`src/hw/rtl/acpu_pkg.sv`:
```
// Package for the accumulator CPU: opcodes, functions, status codes and the
// controller/datapath command and status structures. Depends on nothing.
`timescale 1ns / 1ps
package acpu_pkg;

  localparam int unsigned WordW = 40;
  localparam int unsigned RegW  = 32;
  localparam int unsigned PcW   = 12;
  localparam int unsigned LimW  = 13;
  localparam int unsigned HalfW = 20;

  typedef enum logic [1:0] {
    FUNC_WRITE = 2'd0,
    FUNC_READ  = 2'd1,
    FUNC_EXEC  = 2'd2,
    FUNC_NONE  = 2'd3
  } func_e;

  typedef enum logic [1:0] {
    ST_RUN     = 2'd0,
    ST_END     = 2'd1,
    ST_DIVZERO = 2'd2,
    ST_LIMIT   = 2'd3
  } status_e;

  localparam logic [7:0] OpStore = 8'h21;
  localparam logic [7:0] OpLoad  = 8'h01;
  localparam logic [7:0] OpJump  = 8'h0D;
  localparam logic [7:0] OpJumpP = 8'h0F;
  localparam logic [7:0] OpAdd   = 8'h05;
  localparam logic [7:0] OpSub   = 8'h06;
  localparam logic [7:0] OpMul   = 8'h0B;
  localparam logic [7:0] OpDiv   = 8'h0C;
  localparam logic [7:0] OpEnd   = 8'hFF;

  typedef enum logic [3:0] {
    S_IDLE,
    S_HOSTRD,
    S_FETCH,
    S_DECODE,
    S_OPRD,
    S_EXEC,
    S_MUL,
    S_DIVSETUP,
    S_DIV,
    S_DIVFIX,
    S_CHECK,
    S_OUT
  } state_e;

  // Commands from the controller to the datapath.
  typedef struct packed {
    logic capture;   // register the input beat
    logic host_wr;   // write the host word
    logic host_rd;   // read the host word into the read register
    logic clr_rd;    // zero the read register
    logic fetch_rd;  // read memory at pc
    logic fetch_use; // take fetched word: bump pc, buffer right half
    logic buf_use;   // take buffered half, empty the buffer
    logic op_rd;     // read memory at instruction address
    logic exec;      // simple instructions and halt settings
    logic mul;       // register the product into acc
    logic div_init;  // load divider operands
    logic div_step;  // one quotient bit
    logic div_fix;   // sign fix and write acc/mq
    logic limit_chk; // set halt at limit
    logic pre_limit; // set halt at limit before running
  } cmd_t;

  // Status from the datapath to the controller.
  typedef struct packed {
    func_e      func;
    logic       halted;
    logic       at_limit;
    logic       buf_empty;
    logic [7:0] opcode;
    logic       div_zero;
    logic       div_done;
  } stat_t;

endpackage

```
`src/hw/rtl/acpu_ctrl.sv`:
```
// Controller state machine of the accumulator CPU.
// Depends on acpu_pkg.
`timescale 1ns / 1ps
module acpu_ctrl (
  input  logic            clk_i,
  input  logic            rst_ni,
  input  logic            in_valid_i,
  output logic            in_ready_o,
  output logic            out_valid_o,
  input  logic            out_ready_i,
  input  acpu_pkg::stat_t stat_i,
  output acpu_pkg::cmd_t  cmd_o
);

  acpu_pkg::state_e state_q, state_d;

  always_ff @(posedge clk_i or negedge rst_ni) begin
    if (!rst_ni) begin
      state_q <= acpu_pkg::S_IDLE;
    end else begin
      state_q <= state_d;
    end
  end

  always_comb begin
    state_d = state_q;
    unique case (state_q)
      acpu_pkg::S_IDLE: if (in_valid_i) state_d = acpu_pkg::S_HOSTRD;
      acpu_pkg::S_HOSTRD: begin
        if (stat_i.func == acpu_pkg::FUNC_EXEC && !stat_i.halted) begin
          state_d = acpu_pkg::S_FETCH;
        end else begin
          state_d = acpu_pkg::S_OUT;
        end
      end
      acpu_pkg::S_FETCH: begin
        state_d = stat_i.at_limit ? acpu_pkg::S_OUT : acpu_pkg::S_DECODE;
      end
      acpu_pkg::S_DECODE: state_d = acpu_pkg::S_OPRD;
      acpu_pkg::S_OPRD: state_d = acpu_pkg::S_EXEC;
      acpu_pkg::S_EXEC: begin
        priority case (stat_i.opcode)
          acpu_pkg::OpMul: state_d = acpu_pkg::S_MUL;
          acpu_pkg::OpDiv: begin
            state_d = stat_i.div_zero ? acpu_pkg::S_CHECK : acpu_pkg::S_DIVSETUP;
          end
          default: state_d = acpu_pkg::S_CHECK;
        endcase
      end
      acpu_pkg::S_MUL: state_d = acpu_pkg::S_CHECK;
      acpu_pkg::S_DIVSETUP: state_d = acpu_pkg::S_DIV;
      acpu_pkg::S_DIV: if (stat_i.div_done) state_d = acpu_pkg::S_DIVFIX;
      acpu_pkg::S_DIVFIX: state_d = acpu_pkg::S_CHECK;
      acpu_pkg::S_CHECK: state_d = acpu_pkg::S_OUT;
      acpu_pkg::S_OUT: if (out_ready_i) state_d = acpu_pkg::S_IDLE;
      default: state_d = acpu_pkg::S_IDLE;
    endcase
  end

  always_comb begin
    cmd_o       = '0;
    in_ready_o  = 1'b0;
    out_valid_o = 1'b0;
    unique case (state_q)
      acpu_pkg::S_IDLE: begin
        in_ready_o    = 1'b1;
        cmd_o.capture = in_valid_i;
      end
      acpu_pkg::S_HOSTRD: begin
        cmd_o.host_wr = (stat_i.func == acpu_pkg::FUNC_WRITE);
        cmd_o.host_rd = (stat_i.func == acpu_pkg::FUNC_READ);
        cmd_o.clr_rd  = (stat_i.func != acpu_pkg::FUNC_READ);
      end
      acpu_pkg::S_FETCH: begin
        cmd_o.pre_limit = stat_i.at_limit;
        cmd_o.fetch_rd  = !stat_i.at_limit && stat_i.buf_empty;
      end
      acpu_pkg::S_DECODE: begin
        cmd_o.fetch_use = stat_i.buf_empty;
        cmd_o.buf_use   = !stat_i.buf_empty;
      end
      acpu_pkg::S_OPRD: cmd_o.op_rd = 1'b1;
      acpu_pkg::S_EXEC: cmd_o.exec = 1'b1;
      acpu_pkg::S_MUL: cmd_o.mul = 1'b1;
      acpu_pkg::S_DIVSETUP: cmd_o.div_init = 1'b1;
      acpu_pkg::S_DIV: cmd_o.div_step = 1'b1;
      acpu_pkg::S_DIVFIX: cmd_o.div_fix = 1'b1;
      acpu_pkg::S_CHECK: cmd_o.limit_chk = 1'b1;
      acpu_pkg::S_OUT: out_valid_o = 1'b1;
      default: ;
    endcase
  end

endmodule

```
`config.mk`:
```
export PLATFORM = sky130hd
export DESIGN_NAME = acpu_ctrl
export DESIGN_NICKNAME = d
export VERILOG_FILES = /design/src/hw/rtl/acpu_pkg.sv /design/src/hw/rtl/acpu_ctrl.sv
export SDC_FILE = /design/constraint.sdc
export NUM_CORES = 1
export LEC_CHECK = 0
export CAP_MARGIN = 20
export CORE_AREA = 2 2 39 41
export CTS_CLUSTER_DIAMETER = 30
export DETAILED_ROUTE_END_ITERATION = 6
export DIE_AREA = 0 0 41 43
export DONT_BUFFER_PORTS = 1
export PLACE_DENSITY = 0.5
export SLEW_MARGIN = 20
export SYNTH_ARGS = -nofsm -noshare
export SYNTH_HDL_FRONTEND = slang
export SYNTH_SLANG_ARGS = --single-unit
```
`constraint.sdc`:
```
create_clock -name clk_i -period 1.8 [get_ports clk_i]
set_clock_uncertainty 0.15 [all_clocks]
set_input_delay 0.18 -clock clk_i [delete_from_list [all_inputs] [get_ports clk_i]]
set_output_delay 0.18 -clock clk_i [all_outputs]
set_load 0.1 [all_outputs]
```
Yosys cells after proc, flatten, opt, wreduce, memory -nomap -nowiden
Cells that the tools add are included.
W data, S select, Z words.
- register bits: 4
- input bits: 19
- output and inout port bits: 17
- logic and storage cells: 51
- equal/unequal tests: 19
- muxes and demuxes: 22
- reduce and logical (&&, ||, !) cells: 9
- operators by type and width (operator ; count):
    $pmux W4 S11 ; 1
    $mux W4 ; 6
    $eq A4 B3 Y1 const B ; 4
    $eq A4 B4 Y1 const B ; 4
    $eq A8 B4 Y1 const B ; 2
    $mux W1 ; 12
    $eq A4 B2 Y1 const B ; 2
    $pmux W4 S2 ; 1
    $ne A2 B2 Y1 const B ; 3
    $eq A4 B1 Y1 const B ; 1
    $logic_not A4 Y1 ; 1
    $logic_not A1 Y1 ; 3
    $mux W3 ; 1
    $reduce_and A3 Y1 ; 1
    $eq A2 B1 Y1 const B ; 1
    $eq A2 B2 Y1 const B ; 1
    $logic_and A1 B1 Y1 ; 2
    $logic_not A2 Y1 ; 1
    $mux W2 ; 1
    $ne A2 B1 Y1 const B ; 1
    $reduce_or A2 Y1 ; 1

Logic depth before layout (Yosys ltp)
Gate-level depths: netlist of run 1.
- depth after elaboration: 4
- mapped depth: 5
- depth with buffers taken out: 4

Worst setup path before layout of run 1
Ideal clock, no wire load.
- kind: reg-to-output
- start point: register state_q[3]
- end point: output port cmd_o[12] (netlist bit)
- arrival time: 3.072 ns
- required time: 1.470 ns
- setup slack: -1.602 ns
- stages on the path, launching flop included: 5
- path buffers: 1
- cell sequence: dfrtp_1 buf_2 nor2_1 nand3b_1 nor3b_1
- RTL lines (element ; RTL line ; RTL):
    start, declared ; acpu_ctrl.sv:15 ; acpu_pkg::state_e state_q, state_d;
    start signal, assigned ; acpu_ctrl.sv:19 ; state_q <= acpu_pkg::S_IDLE;
    start signal, assigned ; acpu_ctrl.sv:21 ; state_q <= state_d;
    end, declared ; acpu_ctrl.sv:12 ; output acpu_pkg::cmd_t cmd_o

==> flow_summary.toml, run 1 <==
[outcome]
status = "finished, final reports clean"

[cts]
cts.clk_slew.worst_paths_ns = 0.04
cts_buffers = 3
clk_latency_ns = 0.25
cts_htree_levels = 1
cts.sinks = 4
clockBufferDepth = 2
cts-root-buf = "clkbuf_4"
cts_tree = "done"

[routing]
vias = 654
routedWlPerCell_um = 17.1
drtIter0Drc = 23
ant_nets = 0
drc = 0
wl_um = 1880
vias_per_cell = 5.95
drt_pass1_iterations = 4

[timing]
slew_headroom_pct = 78.7
final_max_slew_viol_count = 0
tns_ns = 0
worstMarginPinSlew_ns = 0.319
fin_crit_sh_pct = 99.9
fin_ws_ns = 0.00265
post-route-min-period_ns = 1.80
rsz0062_at_grt = "yes"
final-setup-viol-count = 0
hold_viol_final = 0
max_freq_mhz = 556

[synthesis]
synth_compound_area_share_pct = 24.3
synthTopCellsByArea = "dfrtp_1 (20%), nor2_1 (6.8%), nor4b_4 (4.8%)"
yosys.area_share.simple_pct = 48.4
seq_area_frac_synth_pct = 20.3
synth_top_family_by_area = "simple AND/OR/NAND/NOR gates"
synthXorXnorAreaFrac_pct = 0
synth_area_um2 = 494
avgSynthCellArea_um2 = 7.84
synth_top_cell_by_area = "dfrtp_1"
ys_warn_count = 0
synthesis.nets = 82
ys_ff_latch = 4
muxShareOfSynthArea_pct = 0
synth_top_area_share_pct = 20.3
synth_cells = 63
synth_adder_area_share_pct = 0
synthDistinctLibCells = 27

[power]
leakagePower_nw = 0.432
ir_worst_vdd_uv = 1400
p_per_area_nw_per_um2 = 2030

[final_layout]
final_cells = 110
n_antenna_cell = 0
fillers = 89
syn_to_final_growth_pct = 118
largest_reg_flops = 4
ff_latch_area_um2 = 105
multi_input_area_um2 = 488
drive_gt1_share_pct = 66.0
reg_top3 = "state_q x4"
nets = 115
largest_register = "state_q"
final_util_pct = 77.9

[setup_path]
critical_path_class = "register to output pin"
critPathMaxFanout = 4
crit_arrival_ns = 1.47
endpoint_kind = "output pin"
setup.worst_path.start_class = "register"
r2r_setup_slack_ns = 0.14
critPathRequiredTime_ns = 1.47

[placement]
port_buffers = 0
dpl.hpwl_um = 1310
dp_slack_ns = 0.0610
dp_cells = 95
gp_congestion = 0.814

[floorplan]
die_y_um = 43
start_util_pct = 35.7
floorplan.die_area_um2 = 1760
boundaryPins = 36
die_w_um = 41
core_um2 = 1380
fp-row-count = 14

[grt]
grt_max_degree = 12
antenna_found_initial = 0
grtUsageTotal_pct = 23.6
grt-ovfl-total = 0
grt_pass1_wl_um = 2690
grt_pass1_vias = 662

[min_path]
hold_path_class = "input pin to register"

[flow_run]
max-cap-violations = 0
## cell type report
class	instances	area share [%]
inverter	4	1.74
sequential	4	9.74
tap	16	1.86
multi-input combinational	51	45.2
clock buffer	3	2.09
timing repair buffer	32	39.3
## repair_timing
item,4_1_cts,5_1_grt
pin swaps,3,1
endpoints found under the setup margin,9,8
endpoints found under the hold margin,5,0
resized for setup,6,5
hold buffers,2,0
buffers inserted,6,4
gates cloned,0,0
## layer usage
layer  vias to the layer above  GRT usage (%)  wire [um]
li1                        301              -          -
met1                       299           20.7        605
met2                        47           41.9       1030
met3                         7           6.81        179
met4                         0           16.0         61
met5                         -              0          0
## where the power goes
part,leakage (nW),internal (mW),switching [mW]
clock,0.0138,0.0751,0.0456
combinational,0.375,0.709,1.12
sequential,0.0434,0.144,0.0934
total,0.432,0.929,1.26
## layout by cell type (no fill, tap or decap), types with 3 or more instances in the layout
cell type	netlist	layout
buf_4	0	15
nor2_4	0	6
buf_12	0	14
inv_1	4	3
dfrtp_2	0	4
clkbuf_4	0	3
o21ai_0	3	3
nor3_4	0	3
## synthesized netlist by cell type (all sizes together)
library cell  number
buf                4
and4b              1
nor4b              1
nor3               4
nand3b             2
a41o               1
nand2b             3
o211ai             1
o41ai              1
a21oi              3
nor3b              3
and4bb             1
nor2               9
and2               3
a211oi             1
o32ai              1
nor4               1
inv                4
dfrtp              4
and3b              1
a2bb2oi            2
o221ai             1
a221oi             1
nor2b              1
nand2              4
o21ai              3
and3               2
## path summary, 6_finish.rpt
kind | startpoint | to | depth (start not counted)
max | state_q[2]$_DFFE_PN0P_ | cmd_o[12] | 5
min | out_ready_i | state_q[1]$_DFFE_PN0P_ | 2
max reg2reg | state_q[2]$_DFFE_PN0P_ | state_q[0]$_DFFE_PN0P_ | 5
min reg2reg | state_q[2]$_DFFE_PN0P_ | state_q[1]$_DFFE_PN0P_ | 2
max in group asynchronous | rst_ni | state_q[1]$_DFFE_PN0P_ | 1
min in group asynchronous | rst_ni | state_q[3]$_DFFE_PN0P_ | 1
## metrics by stage
stage	total power [mW]	instance area [um2]	hold slack [ns]
detailed placement	1.84	942	-0.266
global route	2.27	1080	0.0199
CTS	2.08	1040	0.00770
global placement	1.82	942	-0.266
floorplan	1.41	632	-0.266
finish	2.19	1080	0.0187
## worst max-delay path, cell delays in order, from the launching register on
cell and delay (ns):
dfrtp_2 0.43, nor2_4 0.12, nand3b_1 0.10, buf_6 0.15, nor3b_4 0.20, buf_12 0.20
## logic make-up (layout without fill, tap and decap cells)
kind of cell,after synthesis,after routing
buf+inv,8,39
flops,4,4
compound gates,15,15
simple gates,36,36
Power figures use the tool's default switching activity.
==> run 2: changes to the inputs <==
--- a/config.mk
+++ b/config.mk
@@ -6,12 +6,12 @@
 export NUM_CORES = 1
 export LEC_CHECK = 0
 export CAP_MARGIN = 20
-export CORE_AREA = 2 2 39 41
+export CORE_AREA = 2 2 48 50
 export CTS_CLUSTER_DIAMETER = 30
 export DETAILED_ROUTE_END_ITERATION = 6
-export DIE_AREA = 0 0 41 43
+export DIE_AREA = 0 0 50 52
 export DONT_BUFFER_PORTS = 1
-export PLACE_DENSITY = 0.5
+export PLACE_DENSITY = 0.36
 export SLEW_MARGIN = 20
 export SYNTH_ARGS = -nofsm -noshare
 export SYNTH_HDL_FRONTEND = slang
==> constraint.sdc (replaced) <==
create_clock -name clk_i -period 1.8 [get_ports clk_i]
set_clock_uncertainty 0.15 [all_clocks]
set_input_delay 0.09 -clock clk_i [delete_from_list [all_inputs] [get_ports clk_i]]
set_output_delay 0.09 -clock clk_i [all_outputs]
set_load 0.1 [all_outputs]
==> run 2 against run 1 <==
- core utilization decreased by 29 points
- critical path depth unchanged
- clock power decreased by 9%
- worst hold slack got worse by 0.016 ns
- routed wire length decreased by 17%
- largest power group unchanged
- register-to-register slack improved by 0.06 ns
- combinational power decreased by 10%
- largest cell class unchanged
- sequential power decreased by 5%
- die area increased by 47%
- via count decreased by 8.4%
- final cell count increased by 7.3%
- global-route usage decreased by 10 points
==> flow_summary.toml, run 2 (synthesis gave the netlist of run 1 again) <==
[final_layout]
final_common_cell = "buf_12"
fillers = 200
largest_register = "state_q"
drive_gt1_share_pct = 55.6
design_area_um2 = 1030
layout_common_cells = "buf_12 (14), buf_4 (10), nor2_2 (6)"
largest_reg_flops = 4
n_antenna_cell = 0
syn_to_final_growth_pct = 109
reg_top3 = "state_q x4"
nets = 111

[grt]
grt_pass1_vias = 607
antenna_found_initial = 0
grt-ovfl-total = 0
grt_pass1_wl_um = 2590
grtUsageTotal_pct = 13.3
grt_max_degree = 15

[outcome]
status = "finished, final reports clean"

[timing]
post-route-min-period_ns = 1.73
max_freq_mhz = 580
final-setup-viol-count = 0
fin_ws_ns = 0.0747
fin_crit_sh_pct = 95.9
final_max_slew_viol_count = 0
tns_ns = 0
rsz0062_at_grt = "yes"
hold_viol_final = 0
worstMarginPinSlew_ns = 0.300
slew_headroom_pct = 80.0

[setup_path]
critical-path-max-stage-delay_ns = 0.40
r2r_cells = 5
crit_arrival_ns = 1.49
path_buf_inv = 3
crit_family = "buffers and inverters"
critPathRequiredTime_ns = 1.56
critical_path_class = "register to output pin"
crit_chain = "buf_4, inv_1, nand2_4, nor3b_4, buf_12"
path_depth = 5
endpoint_kind = "output pin"
critPathMaxFanout = 7
cpMaxStageDelayCell = "dfrtp_1"
setup.worst_path.start_class = "register"

[routing]
met1Wirelength_um = 687
wl_um = 1560
vias = 599
routedWlPerCell_um = 13.2
drt_pass1_iterations = 4
vias_per_cell = 5.08
wl_met2_um = 782
drtIter0Drc = 19
met3_wirelength_um = 77
top_layer_used = "met4"
drc = 0
ant_nets = 0

[power]
ir_worst_vdd_uv = 1290
p_per_area_nw_per_um2 = 1910
leakagePower_nw = 0.411

[floorplan]
boundaryPins = 36
fp-row-count = 17
start_util_pct = 23.5
die_w_um = 50
die_y_um = 52
core_um2 = 2110
floorplan.die_area_um2 = 2600

[placement]
dpl.hpwl_um = 1280
gp_congestion = 0.798
dp_slack_ns = 0.178
port_buffers = 0
postPlaceCellArea_um2 = 935

[cts]
cts_tree = "done"
clk_latency_ns = 0.23
cts_htree_levels = 1
cts-root-buf = "clkbuf_4"
cts.sinks = 4
clockBufferDepth = 2
cts_buffers = 3
cts.clk_slew.worst_paths_ns = 0.04

[min_path]
hold_path_class = "input pin to register"
min_path_cells = 4

[flow_run]
max-cap-violations = 0
[run 2: changes by cell type in the layout (fill, tap and decap cells not counted), sizes merged]
cell and change:
buf -6, dlygate4sd3 +2
[run 2: stage by stage]
step / total power [mW] / utilization (%) / hold slack, ns / instances
3_5_place_dp: 1.79 / 44.4 / -0.356 / 108
4_1_cts: 1.94 / 48.0 / 0.00429 / 116
5_1_grt: 2.10 / 49.1 / 0.00936 / 118
2_1_floorplan: 1.25 / - / -0.356 / 63
6_report: 1.98 / 49.1 / 0.00271 / 118
3_3_place_gp: 1.79 / 44.4 / -0.355 / 108
[run 2: where the power goes]
group / leakage (nW) / internal (mW) / switching, mW
combinational: 0.352 / 0.607 / 1.04
sequential: 0.0457 / 0.140 / 0.0848
clock: 0.0138 / 0.0745 / 0.0353
total: 0.411 / 0.822 / 1.16
[run 2: area by class of cell]
class	count	area, um2	share of cell area [%]
well taps	28	35.0	3.39
repair buffers	28	395	38.2
clock buffers	3	22.5	2.18
multi-input cells	51	460	44.5
flip-flops and latches	4	103	9.92
inverters	4	18.8	1.81
[run 2: timing repair]
| item | CTS | global route |
|---|---|---|
| buffers inserted | 1 | 2 |
| pin swaps | 0 | 1 |
| endpoints found under the hold margin | 6 | 0 |
| cloned | 0 | 0 |
| endpoints found under the setup margin | 7 | 7 |
| hold buffers | 4 | 0 |
| gates resized for setup | 3 | 3 |
[run 2: worst min-delay path: stages]
cell       delay (ns)
nor3b_1          0.04
nand3b_1         0.08
a2bb2oi_1        0.06
o21ai_0          0.08
[run 2: layer usage]
layer,vias to the layer above,GRT usage [%]
li1,291,-
met1,283,15.5
met2,23,22.1
met3,2,6.03
met4,0,2.78
met5,-,0
[run 2: worst paths after layout]
kind	startpoint	endpoint	slack [ns]
worst max-delay path	state_q[2]$_DFFE_PN0P_	cmd_o[2]	0.07
worst min-delay path	stat_i[12]	state_q[3]$_DFFE_PN0P_	0.003
worst max register to register	state_q[0]$_DFFE_PN0P_	state_q[0]$_DFFE_PN0P_	0.20
worst min register to register	state_q[3]$_DFFE_PN0P_	state_q[2]$_DFFE_PN0P_	0.51
max in group asynchronous	rst_ni	state_q[1]$_DFFE_PN0P_	0.80
min in group asynchronous	rst_ni	state_q[3]$_DFFE_PN0P_	0.50
